<file path="src/rtl/rmq_pkg.sv">
// ----------------------------------------------------------------------------
// rmq_pkg
// Shared constants and types for the rotation matrix to quaternion pipeline.
// ----------------------------------------------------------------------------
package rmq_pkg;

    localparam int DATA_WIDTH_DEF = 16;
    localparam int FRAC_BITS_DEF  = 14;

    localparam int NORM_BITS = 30;              // the largest normalised magnitude lies in [2^29, 2^30)
    localparam int SQ_BITS   = 2 * NORM_BITS;
    localparam int SUM_BITS  = SQ_BITS + 2;
    localparam int ROOT_BITS = SUM_BITS / 2;

    typedef struct packed {
        logic       degen;
        logic [3:0] neg;
    } rmq_tag_t;

endpackage

</file>
<file path="src/rtl/rmq_sqrt.sv">
// ----------------------------------------------------------------------------
// rmq_sqrt
// Pipelined integer square root, one result bit per stage, payload alongside.
// ----------------------------------------------------------------------------
module rmq_sqrt
    import rmq_pkg::*;
#(
    parameter int PAY_W = 8
)
(
    input  logic                  clk,
    input  logic                  rst_n,
    input  logic                  en,
    input  logic                  in_valid,
    input  logic [SUM_BITS-1:0]   radicand,
    input  logic [PAY_W-1:0]      in_pay,
    output logic                  out_valid,
    output logic [ROOT_BITS-1:0]  root,
    output logic [PAY_W-1:0]      out_pay
);

    localparam int RN = ROOT_BITS;
    localparam int RW = ROOT_BITS + 3;

    logic [RW-1:0]        rem_reg  [RN];
    logic [ROOT_BITS-1:0] root_reg [RN];
    logic [SUM_BITS-1:0]  src_reg  [RN];
    logic [PAY_W-1:0]     pay_reg  [RN];
    logic [RN-1:0]        v_reg;

    for (genvar k = 0; k < RN; k++)
    begin : g_st
        logic [RW-1:0]        ri, rn, tv;
        logic [ROOT_BITS-1:0] qi;
        logic [SUM_BITS-1:0]  si;
        logic [PAY_W-1:0]     pi;
        logic                 vi;

        if (k == 0)
        begin : g_first
            assign ri = '0;
            assign qi = '0;
            assign si = radicand;
            assign pi = in_pay;
            assign vi = in_valid;
        end
        else
        begin : g_next
            assign ri = rem_reg[k-1];
            assign qi = root_reg[k-1];
            assign si = src_reg[k-1];
            assign pi = pay_reg[k-1];
            assign vi = v_reg[k-1];
        end

        assign rn = {ri[RW-3:0], si[SUM_BITS-1 -: 2]};
        assign tv = RW'({qi, 2'b01});

        always_ff @(posedge clk or negedge rst_n)
        begin
            if (!rst_n)
            begin
                v_reg[k] <= 1'b0;
            end
            else if (en)
            begin
                v_reg[k] <= vi;
            end
        end

        always_ff @(posedge clk)
        begin
            if (en)
            begin
                if (rn >= tv)
                begin
                    rem_reg[k]  <= rn - tv;
                    root_reg[k] <= {qi[ROOT_BITS-2:0], 1'b1};
                end
                else
                begin
                    rem_reg[k]  <= rn;
                    root_reg[k] <= {qi[ROOT_BITS-2:0], 1'b0};
                end
                src_reg[k] <= {si[SUM_BITS-3:0], 2'b00};
                pay_reg[k] <= pi;
            end
        end
    end

    assign out_valid = v_reg[RN-1];
    assign root      = root_reg[RN-1];
    assign out_pay   = pay_reg[RN-1];

endmodule

</file>
<file path="config.mk">
export PLATFORM = sky130hd
export DESIGN_NAME = rmq_sqrt
export DESIGN_NICKNAME = d
export VERILOG_FILES = /design/src/rtl/rmq_pkg.sv /design/src/rtl/rmq_sqrt.sv
export SDC_FILE = /design/constraint.sdc
export NUM_CORES = 2
export LEC_CHECK = 0
export BUFFER_PORTS_ARGS = -buffer_cell sky130_fd_sc_hd__clkbuf_2
export CAP_MARGIN = 20
export CORE_MARGIN = 2
export CORE_UTILIZATION = 35
export CTS_BUF_LIST = sky130_fd_sc_hd__clkbuf_8
export DETAILED_ROUTE_END_ITERATION = 8
export PLACE_DENSITY = 0.57
export SETUP_SLACK_MARGIN = 0.15
export SLEW_MARGIN = 40
export SYNTH_ARGS = -nofsm -noshare
export SYNTH_HDL_FRONTEND = slang
export SYNTH_MEMORY_MAX_BITS = 65536
export SYNTH_SLANG_ARGS = --single-unit
</file>
<file path="constraint.sdc">
create_clock -name clk -period 4.1 [get_ports clk]
set_clock_uncertainty 0.1 [all_clocks]
set_input_delay 0.615 -clock clk [delete_from_list [all_inputs] [get_ports clk]]
set_output_delay 0.615 -clock clk [all_outputs]
set_load 0.03 [all_outputs]
</file>
# After elaboration in Yosys (flattened, before gate mapping)
# Memory sizes are Yosys's and may differ from the RTL's.
# Cells that the tools add are included.
# op_classes
add_sub_neg	31
order_cmp	31
mux	250
bitwise	62
# ops
op	count
two-way mux 34 bit	31
>= comparator 34 x 33 -> 1 bit	30
subtractor 34 x 33 -> 34 bit	30
two-way mux 31 bit	31
two-way mux 1 bit	188
OR 1 bit	62
subtractor 2 x 1 -> 3 bit (second input constant)	1
>= comparator 2 x 1 -> 1 bit (second input constant)	1
# word_totals
ff_bits	31
ram_bits	4123
inputBits	74
out_inout_bits	40
elab_cells	409
mem_count	4
# mem_list
name	words	width	rd	rd_clocked_by_memory_dff	write_ports	line	text
src_reg	31	60	30	0	31	rmq_sqrt.sv:27	logic [SUM_BITS-1:0] src_reg [RN];
rem_reg	31	34	30	0	31	rmq_sqrt.sv:25	logic [RW-1:0] rem_reg [RN];
root_reg	31	31	31	0	31	rmq_sqrt.sv:26	logic [ROOT_BITS-1:0] root_reg [RN];
pay_reg	31	8	31	0	31	rmq_sqrt.sv:28	logic [PAY_W-1:0] pay_reg [RN];

# Longest topological paths before layout
# An unclocked memory read counts as a cell.
# logic_depth
depth_word	6
depth_mapped	15

# Worst setup path after synthesis
# Ideal clock, no wire load.
# synth_timing
kind	reg-to-reg
from	memory rem_reg[1][102] in the netlist's numbering
to	memory rem_reg[1][153] in the netlist's numbering, data pin
setup_time_ps	260
arrival_ps	3493
required_time_ps	3740
slack_ps	247
stages_incl_launch_ff	12
n_path_buf	2
period_less_slack_ps	3853
path_cell_list	edfxtp_1 -> ha_1 -> nor2b_1 -> o31a_1 -> o221a_2 -> nor3_1 -> nor2b_1 -> a2111oi_1 -> o311a_1 -> clkbuf_1 -> clkbuf_1 -> mux2_2
# synth_lines
element	line
from (decl)	rmq_sqrt.sv:25

==> impl_metrics.yaml <==
run_status:
  outcome: "finished, final reports clean"
final_layout:
  drive_gt1_frac: 0.104
  syn_to_final_growth_pct: 13.9
  nets: 9929
  final_core_util: 0.401
  mostFrequentLayoutCell: "edfxtp_1"
  largest_reg_flops: 930
  final_cell_mix: "edfxtp_1 (2586), inv_1 (786), nand2_1 (626), ha_1 (529), o21ai_0 (501)"
route:
  drt-wirelength-per-cell_um: 17.5
  drc_errors: 0
  drt-pass1-iter-count: 5
  dr_total_vias: 69108
  drt.antenna.violating_nets: 0
  drt_iter0_markers: 4325
  routed_wirelength_um: 247000
  via_per_inst: 4.91
clock_network:
  numCtsBuffers: 449
  cts.sinks: 2618
  cts_setup_buffers: 0
  cts_max_level: 5
  clk_pin_slew_ps: 60
  root_buffer: "clkbuf_8"
  clk_path_buf_depth: 4
  clock_latency_ps: 1060
  cts_tree: "built"
synth:
  synth_edf_count: 2586
  syn_inst: 8710
  ys_types: 89
  synth_fp_nets: 9313
  synth_area_leaders: "edfxtp_1 (66%), ha_1 (5.6%), xor2_1 (2.9%)"
  synth_area_leader_cell: "edfxtp_1"
  ys_warn_count: 0
  syn_area_sq_um: 117000
  synth-seq-area-share: 0.668
  ys_ff_latch: 2618
  avgSynthCellArea_sq_um: 13.5
  synth_top_area_frac: 0.662
  synthArstFlopShare: 0.0118
  ys.flop_type: "edfxtp_1"
floorplan:
  die_h_um: 583
  die_w_um: 583
  die-area_sq_um: 340000
  coreArea_sq_um: 334000
  fp-row-count: 212
  initial_utilization: 0.352
  ioPinCount: 114
timing:
  worst_pin_slew_ps: 752
  final.period_utilization: 0.948
  setup_viol: 0
  drv_slew: 0
  finalHoldViolations: 0
  rsz0062_at_grt: "true"
  fin_ws_ps: 211
  setup-tns-final_ps: 0
  fmax_ghz: 0.257
  max_slew_margin: 0.486
  fin_crit_ps: 3890
place:
  pre_cts_ws_ps: 141
  dp_hpwl_um: 173000
  place.gp.congestion: 0.863
  io_buffer_count: 113
global_routing:
  grt_pass1_vias: 69817
  antenna_found_initial: 5
  grt_max_degree: 168
  grt_pass1_wl_um: 388000
  grt-ovfl-total: 0
  grt_util_all_layers: 0.142
pwr:
  switching_share: 0.292
  clock_power_share: 0.308
  ir_worst_vdd_mv: 0.329
  seqPwrFrac: 0.493
  p_int_uw: 51400
  static-leakage-power_uw: 0.0507
  comb_power_share: 0.199
  power_density_nw_per_um2: 543
  p_switching_uw: 21200
critical_path:
  crit_fanout: 5
  endpoint_kind: "flop"
  cp.arrival_ps: 4540
  worst_ep_required_time_ps: 4750
  critical_path_class: "reg -> reg"
  cp-start-kind: "flop"
worst_hold_path:
  hp-class: "in -> reg"
job:
  drv_cap: 0
## per-layer routing
metal	wire, um	track usage	vias to the layer above
met5	0	0	-
met4	8620	0.0539	0
met3	9170	0.0211	530
met2	124000	0.252	1371
met1	106000	0.175	33529
li1	-	-	33678
## power groups by stage
stage | clock (uW) | sequential (uW) | combinational [uW]
2_1_floorplan | 0 | 35400 | 10700
3_3_place_gp | 0 | 36400 | 14100
3_5_place_dp | 0 | 36400 | 14300
4_1_cts | 23400 | 35900 | 14500
5_1_grt | 24500 | 36200 | 16200
6_report | 22400 | 35800 | 14400
## through the flow
step                std cells  power (uW)  hold WS (ps)  cell area [sq um]
global placement        13170       50500           300             124000
CTS                     14075       73800        0.0347             134000
detailed placement      13171       50700           305             124000
global route            14083       76900          49.4             134000
floorplan                8710       46100           219             117000
finish                  14084       72600           172             134000
## path summary, 6_finish.rpt
path / to / slack (ps) / startpoint / cells after the start
setup / recovery: rem_reg[1][334] / 210 / rem_reg[1][272] / 11
hold / removal: src_reg[0][0] / 170 / radicand[0] / 2
setup reg to reg: rem_reg[1][334] / 210 / rem_reg[1][272] / 11
hold reg to reg: src_reg[0][874] / 260 / src_reg[0][812] / 0
max in group asynchronous: g_st[23].vi / 3180 / rst_n / 4
min in group asynchronous: g_st[3].vi / 550 / rst_n / 4
## Yosys cell counts, types with 49 or more instances
cell type / n
xor2_1: 393
nor2b_1: 83
mux2_2: 84
nor4_1: 108
nor2_1: 450
a21o_1: 224
nand2_1: 626
or4_1: 65
or3_1: 101
nor3_1: 185
o21ai_0: 503
nand3_1: 122
o21a_1: 88
and3_1: 49
a21oi_1: 455
nand4_1: 93
a211oi_1: 57
edfxtp_1: 2586
inv_1: 657
ha_1: 529
clkbuf_1: 168
nand2b_1: 110
xnor2_1: 361
## critical path, stage by stage, from the launching register on
cell,delay (ps)
edfxtp_1,430
ha_1,390
nor2b_1,170
o21a_1,190
a311o_1,410
o311ai_0,470
buf_4,230
a21oi_1,110
o21bai_1,320
nand2b_1,140
a2111oi_1,500
xor2_1,180
## cell type report
| class | count | area (sq um) |
|---|---|---|
| clock inverters | 364 | 2170 |
| clock buffers | 455 | 6260 |
| flip-flops and latches | 2618 | 78500 |
| multi-input cells | 5250 | 35900 |
| fillers | 31198 | 200000 |
| inverters | 662 | 2480 |
| repair buffers | 345 | 2980 |
| diodes | 3 | 7.51 |
| well taps | 4387 | 5490 |
## logic make-up after synthesis
kind of cell / count (synthesis) / synth area share
buffers and inverters: 842 / 0.0270
multiplexers: 97 / 0.00917
AND/OR/NAND/NOR: 2197 / 0.0943
AO/OA/AOI/OAI: 1673 / 0.0884
XOR/XNOR: 754 / 0.0563
adder cells (fa/ha/maj): 529 / 0.0564
flip-flops: 2618 / 0.668
## timing repair
action                     in CTS  in global routing
gates resized for setup         0                 11
hold buffers                   85                  0
hold endpoints to repair      176                  0
setup endpoints to repair       0                 37
Power figures use the tool's default switching activity.
